===== src/sv/delta_list_timer_queue_assert.svh =====
// ----------------------------------------------------------------------------
// delta list timer queue assertion macros
// shared concurrent assertion forms, clocked and reset-qualified
// ----------------------------------------------------------------------------
`ifndef DELTA_LIST_TIMER_QUEUE_ASSERT_SVH
`define DELTA_LIST_TIMER_QUEUE_ASSERT_SVH

// same-cycle implication
`define DLTQ_ASSERT_IMPLY(label, clk, rst_n, ante, cons) \
  label: assert property (@(posedge clk) disable iff (!rst_n) (ante) |-> (cons)) \
    else $error("assertion failed: same-cycle implication");

// next-cycle implication
`define DLTQ_ASSERT_NEXT(label, clk, rst_n, ante, cons) \
  label: assert property (@(posedge clk) disable iff (!rst_n) (ante) |=> (cons)) \
    else $error("assertion failed: next-cycle implication");

`endif


===== src/sv/dltq_pkg.sv =====
// ----------------------------------------------------------------------------
// dltq_pkg
// sizes, codes and transfer types of the delta list timer queue
// ----------------------------------------------------------------------------
`timescale 1ns / 1ps

package dltq_pkg;

  localparam int TIMER_SLOTS = 8;
  localparam int IDX_W       = $clog2(TIMER_SLOTS);
  localparam int CNT_W       = $clog2(TIMER_SLOTS + 1);
  localparam int DELAY_W     = 24;

  typedef logic signed [DELAY_W-1:0] delay_t;

  localparam delay_t DELAY_MAX = {1'b0, {(DELAY_W-1){1'b1}}};
  localparam delay_t DELAY_MIN = {1'b1, {(DELAY_W-1){1'b0}}};
  localparam delay_t DELAY_ONE = delay_t'(1);

  // commands
  localparam logic [2:0] CMD_TICK  = 3'd0;
  localparam logic [2:0] CMD_CHECK = 3'd1;
  localparam logic [2:0] CMD_ADD   = 3'd2;
  localparam logic [2:0] CMD_REARM = 3'd3;
  localparam logic [2:0] CMD_QUERY = 3'd4;

  // result status
  localparam logic [1:0] STAT_DONE  = 2'd0;
  localparam logic [1:0] STAT_FULL  = 2'd1;
  localparam logic [1:0] STAT_EMPTY = 2'd2;

  typedef struct packed {
    logic [2:0]  command;
    logic [2:0]  timer_id;
    logic [15:0] period;
  } in_item_t;

  typedef struct packed {
    logic       expired;
    logic [1:0] status;
    logic [3:0] active_count;
  } out_item_t;

endpackage


===== src/sv/dltq_sat_addsub.sv =====
// ----------------------------------------------------------------------------
// dltq_sat_addsub
// shared saturating add/subtract unit on 24-bit signed delays
// ----------------------------------------------------------------------------
`timescale 1ns / 1ps

module dltq_sat_addsub (
  input  dltq_pkg::delay_t a_i,
  input  dltq_pkg::delay_t b_i,
  input  logic             sub_i,
  output dltq_pkg::delay_t res_o
);

  logic [dltq_pkg::DELAY_W:0] a_ext;
  logic [dltq_pkg::DELAY_W:0] b_ext;
  logic [dltq_pkg::DELAY_W:0] sum;

  assign a_ext = {a_i[dltq_pkg::DELAY_W-1], a_i};
  assign b_ext = {b_i[dltq_pkg::DELAY_W-1], b_i};
  assign sum   = sub_i ? (a_ext - b_ext) : (a_ext + b_ext);

  // overflow when the two top bits differ
  always_comb begin
    if (sum[dltq_pkg::DELAY_W] != sum[dltq_pkg::DELAY_W-1]) begin
      res_o = sum[dltq_pkg::DELAY_W] ? dltq_pkg::DELAY_MIN : dltq_pkg::DELAY_MAX;
    end else begin
      res_o = sum[dltq_pkg::DELAY_W-1:0];
    end
  end

endmodule


===== src/sv/delta_list_timer_queue.sv =====
// ----------------------------------------------------------------------------
// delta_list_timer_queue
// sorted delta list of software timers with tick, check, add, rearm, query
// ----------------------------------------------------------------------------
// usage:
//   in channel (in_valid/in_ready/in_data) carries command, timer_id, period;
//   out channel (out_valid/out_ready/out_data) returns one result per command:
//   expired flag, status and the number of queued timers after the command.
// sequence:
//   tick, check, query, ignored and refused commands: result registered
//   in the cycle after the transfer. add: scan the list to the insert
//   slot, open it by moving the later entries up, then place the new
//   entry and report. rearm: pop the head by moving the entries down,
//   hand its leftover to the new head, sum leftover and period, then
//   reinsert as an add does. the pace of each walk is set by the single
//   saturating add/subtract unit, used once per cycle, and the one
//   walking read port on the delay store.
// throughput: one command at a time; in_ready is low while an add or rearm
//   walks the list.
// reset: rst_n (sync, active low) empties the queue and clears all expired
//   flags; stores are not cleared, only occupied slots are ever read.
// stall: a result waits in the output register; a new command is taken
//   only once that register is free or being drained, and the place step
//   of an add or rearm waits the same way.
// ----------------------------------------------------------------------------
`timescale 1ns / 1ps

`include "delta_list_timer_queue_assert.svh"

module delta_list_timer_queue (
  input  logic                 clk,
  input  logic                 rst_n,
  input  logic                 in_valid,
  output logic                 in_ready,
  input  dltq_pkg::in_item_t   in_data,
  output logic                 out_valid,
  input  logic                 out_ready,
  output dltq_pkg::out_item_t  out_data
);

  // sequencer states
  localparam logic [2:0] S_IDLE  = 3'd0;
  localparam logic [2:0] S_POP   = 3'd1;  // rearm: move entries down one slot
  localparam logic [2:0] S_JOIN  = 3'd2;  // rearm: new head takes leftover
  localparam logic [2:0] S_PREP  = 3'd3;  // rearm: leftover plus period
  localparam logic [2:0] S_SCAN  = 3'd4;  // walk list subtracting deltas
  localparam logic [2:0] S_SHIFT = 3'd5;  // open the insert slot
  localparam logic [2:0] S_PLACE = 3'd6;  // write new entry, report

  // entry count of a full list
  localparam logic [dltq_pkg::CNT_W-1:0] CNT_FULL =
    dltq_pkg::CNT_W'(dltq_pkg::TIMER_SLOTS);

  // delay and id stores, one walking read address plus the head slot
  dltq_pkg::delay_t delta_mem [dltq_pkg::TIMER_SLOTS];
  logic [2:0]       id_mem    [dltq_pkg::TIMER_SLOTS];

  logic [2:0]                  state_r,  state_nxt;
  logic [dltq_pkg::CNT_W-1:0]  cnt_r,    cnt_nxt;
  logic [7:0]                  flags_r,  flags_nxt;
  logic [dltq_pkg::CNT_W-1:0]  ptr_r,    ptr_nxt;
  logic [dltq_pkg::CNT_W-1:0]  pos_r,    pos_nxt;
  dltq_pkg::delay_t            delay_r,  delay_nxt;
  dltq_pkg::delay_t            left_r,   left_nxt;
  logic [2:0]                  tid_r,    tid_nxt;
  logic [15:0]                 period_r, period_nxt;
  logic                        out_valid_r, out_valid_nxt;
  dltq_pkg::out_item_t         out_data_r,  out_data_nxt;

  logic                        in_fire;
  logic                        out_free;
  logic [dltq_pkg::CNT_W-1:0]  ptr_m1;
  logic [dltq_pkg::IDX_W-1:0]  rd_idx;
  dltq_pkg::delay_t            rd_delta;
  logic [2:0]                  rd_id;
  dltq_pkg::delay_t            head_delta;
  logic [2:0]                  head_id;
  logic                        scan_go;
  logic                        list_full;
  logic                        add_refused;
  logic                        full_reported;

  // shared unit operands
  dltq_pkg::delay_t            alu_a;
  dltq_pkg::delay_t            alu_b;
  logic                        alu_sub;
  dltq_pkg::delay_t            alu_res;

  // store write port
  logic                        wr_d_en;
  logic                        wr_i_en;
  logic [dltq_pkg::IDX_W-1:0]  wr_idx;
  dltq_pkg::delay_t            wr_delta;
  logic [2:0]                  wr_id;

  logic                        load_out;
  dltq_pkg::out_item_t         load_data;

  dltq_sat_addsub u_alu (
    .a_i   (alu_a),
    .b_i   (alu_b),
    .sub_i (alu_sub),
    .res_o (alu_res)
  );

  assign out_free  = !out_valid_r || out_ready;
  assign in_ready  = (state_r == S_IDLE) && out_free;
  assign in_fire   = in_valid && in_ready;
  assign out_valid = out_valid_r;
  assign out_data  = out_data_r;

  assign list_full     = (cnt_r == CNT_FULL);
  assign add_refused   = in_fire && (in_data.command == dltq_pkg::CMD_ADD) && list_full;
  assign full_reported = out_valid_r && (out_data_r.status == dltq_pkg::STAT_FULL);

  assign ptr_m1     = ptr_r - dltq_pkg::CNT_W'(1);
  assign rd_idx     = (state_r == S_SHIFT) ? ptr_m1[dltq_pkg::IDX_W-1:0]
                                           : ptr_r[dltq_pkg::IDX_W-1:0];
  assign rd_delta   = delta_mem[rd_idx];
  assign rd_id      = id_mem[rd_idx];
  assign head_delta = delta_mem[0];
  assign head_id    = id_mem[0];

  // keep walking while the new delay reaches or passes this entry
  assign scan_go = (ptr_r < cnt_r) && (delay_r >= rd_delta);

  always_comb begin
    state_nxt  = state_r;
    cnt_nxt    = cnt_r;
    flags_nxt  = flags_r;
    ptr_nxt    = ptr_r;
    pos_nxt    = pos_r;
    delay_nxt  = delay_r;
    left_nxt   = left_r;
    tid_nxt    = tid_r;
    period_nxt = period_r;

    alu_a   = delay_r;
    alu_b   = rd_delta;
    alu_sub = 1'b1;

    wr_d_en  = 1'b0;
    wr_i_en  = 1'b0;
    wr_idx   = ptr_r[dltq_pkg::IDX_W-1:0];
    wr_delta = alu_res;
    wr_id    = rd_id;

    load_out  = 1'b0;
    load_data = '{expired: 1'b0, status: dltq_pkg::STAT_DONE,
                  active_count: 4'(cnt_r)};

    unique case (state_r)
      S_IDLE: begin
        if (in_fire) begin
          tid_nxt    = in_data.timer_id;
          period_nxt = in_data.period;
          unique case (in_data.command)
            dltq_pkg::CMD_TICK: begin
              // head only; saturating at the bottom of the range
              alu_a    = head_delta;
              alu_b    = dltq_pkg::DELAY_ONE;
              alu_sub  = 1'b1;
              wr_idx   = '0;
              wr_d_en  = (cnt_r != '0);
              load_out = 1'b1;
            end
            dltq_pkg::CMD_CHECK: begin
              if ((cnt_r != '0) && (head_delta <= 0)) begin
                flags_nxt[head_id] = 1'b1;
              end
              load_out = 1'b1;
            end
            dltq_pkg::CMD_ADD: begin
              if (list_full) begin
                load_data.status = dltq_pkg::STAT_FULL;
                load_out         = 1'b1;
              end else begin
                delay_nxt = dltq_pkg::delay_t'({1'b0, in_data.period});
                ptr_nxt   = '0;
                state_nxt = S_SCAN;
              end
            end
            dltq_pkg::CMD_REARM: begin
              if (cnt_r == '0) begin
                load_data.status = dltq_pkg::STAT_EMPTY;
                load_out         = 1'b1;
              end else begin
                left_nxt  = head_delta;
                ptr_nxt   = dltq_pkg::CNT_W'(1);
                state_nxt = S_POP;
              end
            end
            dltq_pkg::CMD_QUERY: begin
              load_data.expired        = flags_r[in_data.timer_id];
              flags_nxt[in_data.timer_id] = 1'b0;
              load_out                 = 1'b1;
            end
            default: begin
              load_out = 1'b1;
            end
          endcase
        end
      end

      S_POP: begin
        if (ptr_r < cnt_r) begin
          wr_idx   = ptr_m1[dltq_pkg::IDX_W-1:0];
          wr_delta = rd_delta;
          wr_id    = rd_id;
          wr_d_en  = 1'b1;
          wr_i_en  = 1'b1;
          ptr_nxt  = ptr_r + dltq_pkg::CNT_W'(1);
        end else begin
          cnt_nxt   = cnt_r - dltq_pkg::CNT_W'(1);
          state_nxt = S_JOIN;
        end
      end

      S_JOIN: begin
        // follower inherits the popped head's leftover
        alu_a     = head_delta;
        alu_b     = left_r;
        alu_sub   = 1'b0;
        wr_idx    = '0;
        wr_d_en   = (cnt_r != '0);
        state_nxt = S_PREP;
      end

      S_PREP: begin
        alu_a     = left_r;
        alu_b     = dltq_pkg::delay_t'({1'b0, period_r});
        alu_sub   = 1'b0;
        delay_nxt = alu_res;
        ptr_nxt   = '0;
        state_nxt = S_SCAN;
      end

      S_SCAN: begin
        if (scan_go) begin
          delay_nxt = alu_res;
          ptr_nxt   = ptr_r + dltq_pkg::CNT_W'(1);
        end else begin
          // fix the follower's delta, then open the slot
          alu_a   = rd_delta;
          alu_b   = delay_r;
          pos_nxt = ptr_r;
          ptr_nxt = cnt_r;
          if (ptr_r < cnt_r) begin
            wr_d_en   = 1'b1;
            state_nxt = S_SHIFT;
          end else begin
            state_nxt = S_PLACE;
          end
        end
      end

      S_SHIFT: begin
        wr_delta = rd_delta;
        wr_id    = rd_id;
        wr_d_en  = 1'b1;
        wr_i_en  = 1'b1;
        ptr_nxt  = ptr_m1;
        if (ptr_m1 == pos_r) begin
          state_nxt = S_PLACE;
        end
      end

      S_PLACE: begin
        if (out_free) begin
          wr_idx    = pos_r[dltq_pkg::IDX_W-1:0];
          wr_delta  = delay_r;
          wr_id     = tid_r;
          wr_d_en   = 1'b1;
          wr_i_en   = 1'b1;
          cnt_nxt   = cnt_r + dltq_pkg::CNT_W'(1);
          load_data.active_count = 4'(cnt_nxt);
          load_out  = 1'b1;
          state_nxt = S_IDLE;
        end
      end

      default: begin
        state_nxt = S_IDLE;
      end
    endcase
  end

  // output register
  always_comb begin
    out_valid_nxt = out_valid_r;
    out_data_nxt  = out_data_r;
    if (out_valid_r && out_ready) begin
      out_valid_nxt = 1'b0;
    end
    if (load_out) begin
      out_valid_nxt = 1'b1;
      out_data_nxt  = load_data;
    end
  end

  // control state
  always_ff @(posedge clk) begin
    if (!rst_n) begin
      state_r     <= S_IDLE;
      cnt_r       <= '0;
      flags_r     <= '0;
      out_valid_r <= 1'b0;
    end else begin
      state_r     <= state_nxt;
      cnt_r       <= cnt_nxt;
      flags_r     <= flags_nxt;
      out_valid_r <= out_valid_nxt;
    end
  end

  // payload and working registers
  always_ff @(posedge clk) begin
    ptr_r      <= ptr_nxt;
    pos_r      <= pos_nxt;
    delay_r    <= delay_nxt;
    left_r     <= left_nxt;
    tid_r      <= tid_nxt;
    period_r   <= period_nxt;
    out_data_r <= out_data_nxt;
  end

  // stores
  always_ff @(posedge clk) begin
    if (wr_d_en) begin
      delta_mem[wr_idx] <= wr_delta;
    end
    if (wr_i_en) begin
      id_mem[wr_idx] <= wr_id;
    end
  end

  // checks
  `DLTQ_ASSERT_IMPLY(a_cnt_bound, clk, rst_n, 1'b1, cnt_r <= CNT_FULL)
  `DLTQ_ASSERT_IMPLY(a_busy_not_ready, clk, rst_n, state_r != S_IDLE, !in_ready)
  `DLTQ_ASSERT_IMPLY(a_scan_in_range, clk, rst_n, state_r == S_SCAN, ptr_r <= cnt_r)
  `DLTQ_ASSERT_NEXT(a_full_refused, clk, rst_n, add_refused, full_reported)

endmodule


===== config.mk =====
export PLATFORM = sky130hd
export DESIGN_NAME = delta_list_timer_queue
export DESIGN_NICKNAME = d
export VERILOG_FILES = /design/src/sv/dltq_pkg.sv /design/src/sv/dltq_sat_addsub.sv /design/src/sv/delta_list_timer_queue.sv
export VERILOG_INCLUDE_DIRS = /design/src /design/src/sv
export SDC_FILE = /design/constraint.sdc
export NUM_CORES = 1
export LEC_CHECK = 0
export BUFFER_PORTS_ARGS = -buffer_cell sky130_fd_sc_hd__buf_2
export CAP_MARGIN = 20
export CORE_UTILIZATION = 37
export CTS_BUF_LIST = sky130_fd_sc_hd__clkbuf_8
export CTS_CLUSTER_DIAMETER = 200
export DETAILED_ROUTE_END_ITERATION = 10
export GPL_TIMING_DRIVEN = 0
export MAX_ROUTING_LAYER = met4
export PLACE_DENSITY_LB_ADDON = 0.05
export SLEW_MARGIN = 20
export SYNTH_ARGS = -nofsm -noshare
export SYNTH_HDL_FRONTEND = slang
export SYNTH_SLANG_ARGS = --single-unit

===== constraint.sdc =====
create_clock -name clk -period 20.4 [get_ports clk]
set_clock_uncertainty 0.15 [all_clocks]
set_input_delay 4.08 -clock clk [delete_from_list [all_inputs] [get_ports clk]]
set_output_delay 4.08 -clock clk [all_outputs]
set_load 0.005 [all_outputs]

==> results.json <==
{
  "status": "finished clean",
  "synthFlopType": "edfxtp_1",
  "first_pass_iters": 5,
  "cts_buffer_depth": 3,
  "synthArstFlopShare_pct": 0,
  "layout.nets": 1645,
  "maxSlewHeadroom_pct": 24.40,
  "cts_root_buf": "clkbuf_8",
  "syn_area_um2": 17090,
  "finalInstanceArea_um2": 19340,
  "grt_overflow": 0,
  "max_freq_mhz": 73.20,
  "hp-class": "flop to flop",
  "crit_type": "flop to flop",
  "cts_made_buffers": 55,
  "htree_num_levels": 2,
  "synth_edf_count": 298,
  "initial_utilization_pct": 37.57,
  "grt_max_degree": 21,
  "worstHoldStart": "flags_r[2]",
  "syn_inst": 1458,
  "clkLatencyLatePin_ns": 0.65,
  "via_count": 12528,
  "synth_top_area_share_pct": 52.37,
  "slowest_delay_ns": 0.89,
  "ant_nets": 0,
  "seq_area_frac_synth_pct": 54.24,
  "pin_count": 35,
  "syn_area_per_cell_um2": 11.72,
  "yosysTopAreaCell": "edfxtp_1",
  "first_iter_violations": 1188,
  "post-route-min-period_ns": 13.66,
  "reg2reg_from": "ptr_r[1]",
  "row_count": 78,
  "die_h_um": 216.9,
  "slowest_stage": "o221ai_1",
  "place_hpwl_um": 43910,
  "worstSetupStartpoint": "ptr_r[1]",
  "die_area_um2": 47050,
  "max-cap-violations": 0,
  "coreArea_um2": 45480,
  "synth.top_cells.by_area": "edfxtp_1, mux4_2, nand2_1",
  "hold_buffers": 0,
  "rsz0062_at_grt": "no",
  "ys_seq_elements": 314,
  "slew_viol_final": 0,
  "grt_pass1_wl_um": 83460,
  "drt-total-wl_um": 57290,
  "arrival_ns": 13.80,
  "area_delta_synth_final_pct": 13.17,
  "fin_ws_ns": 6.739,
  "fin_util_pct": 42.52,
  "place_area_um2": 18330,
  "drive_gt1_share_pct": 14.04,
  "antenna_found_initial": 1,
  "setup_viol": 0,
  "grt_pass1_vias": 12114,
  "syn_nets": 1542,
  "port_buffers": 34,
  "cts_resized": 0,
  "avgRoutedWirePerCell_um": 26.00,
  "critPathRequiredTime_ns": 20.54,
  "tns_ns": 0,
  "min_period_over_period_pct": 66.97,
  "ys_types": 83,
  "path_clk_slew_ns": 0.06,
  "final_hold_viol_count": 0,
  "cts_setup_buffers": 0,
  "drc": 0,
  "clock_sinks": 314,
  "track_usage_pct": 25.36,
  "cts_tree": "built",
  "dp_slack_ns": 6.850,
  "endpoint_kind": "flop",
  "viasPerCell": 5.687,
  "die_w_um": 216.9,
  "cp_max_fo": 10,
  "worst_slew_pin_slew_ns": 1.134,
  "ys.warnings.count": 0,
  "gp_congestion": 0.9682,
  "setup.worst_path.start_class": "flop",
  "num_antenna_cells": 0
}
## layout by cell type (no fill, tap or decap), types with 13 or more instances in the layout
cell,synthesis,routed
mux2i_1,36,36
o21a_1,18,18
maj3_1,20,20
edfxtp_1,298,298
a211oi_1,14,14
dfxtp_1,16,16
nand4_1,14,14
nor3_1,27,26
nand2b_1,13,13
clkbuf_1,50,49
clkbuf_8,0,57
a21oi_1,71,70
xnor2_1,35,35
xor2_1,20,20
o221ai_1,19,19
a221oi_1,25,25
buf_2,9,44
mux4_2,42,42
nand3_1,34,34
inv_1,27,48
nor2_1,118,110
o21ai_0,106,103
ha_1,57,57
nand2_1,197,197
and2_1,14,14
## kinds of logic (layout without fill, tap and decap cells)
family | after synthesis | after routing | synth area share, %
AO/OA/AOI/OAI | 343 | 343 | 13.01
XOR/XNOR | 58 | 58 | 3.185
adder cells (fa/ha/maj) | 81 | 81 | 5.660
buffers and inverters | 98 | 243 | 2.519
flip-flops | 314 | 314 | 54.24
multiplexers | 83 | 83 | 8.040
AND/OR/NAND/NOR | 481 | 481 | 13.34
## path summary, 6_finish.rpt
path,end,slack (ns),depth (start not counted)
setup / recovery,delta_mem[1][7],6.74,40
hold reg to reg,flags_r[2],0.33,2
hold / removal,flags_r[2],0.33,2
setup reg to reg,delta_mem[1][7],6.74,40
## layer usage
layer	global-route usage, %	share of wire [%]
met4	5.728	1.8
met2	37.50	44
met3	3.522	6.3
met5	-	0
met1	36.84	48
## critical path: cells and delay by family (launching register included)
family	cells	cell delay, ns
xor gates and xnor gates	3	1.17
and+or+nand+nor	12	2.33
DFF	1	0.47
AOI/OAI and AO/OA	11	3.69
buffers and inverters	8	3.11
muxes	1	0.70
adders and majority gates	5	1.66
## stage by stage
stage	std cells	hold slack, ns
6_report	2203	0.3335
5_1_grt	2203	0.3516
4_1_cts	2203	0.3372
3_5_place_dp	2104	0.3278
3_3_place_gp	2092	0.3201
2_1_floorplan	1458	0.3012
## flip-flops by register name (all words and copies together) (netlist names)
signal,cells
ptr_r,4
pos_r,4
tid_r,3
flags_r,8
delay_r,24
period_r,16
out_data,7
delta_mem,192
out_valid,1
left_r,24
cnt_r,4
id_mem,24
state_r,3
## synth_stat cells, drive strengths merged (30+ instances only)
| library cell | number |
|---|---|
| a21oi | 71 |
| clkbuf | 50 |
| edfxtp | 298 |
| ha | 57 |
| mux2i | 37 |
| mux4 | 42 |
| nand2 | 198 |
| nand3 | 35 |
| nor2 | 119 |
| nor3 | 30 |
| o21ai | 111 |
| xnor2 | 36 |
## final cells by class
type	instances	area [µm²]
well taps	600	750.7
flip-flops and latches	314	9269
plain buffers	70	324.1
clock inverters	42	221.5
multi-input cells	1046	7465
clock buffers	57	784.5
inverters	28	107.6
fillers	4392	26140
repair buffers	46	415.4
Power is not shown: default switching activity piles up to over one toggle a cycle in this logic, so the estimate is an artifact.
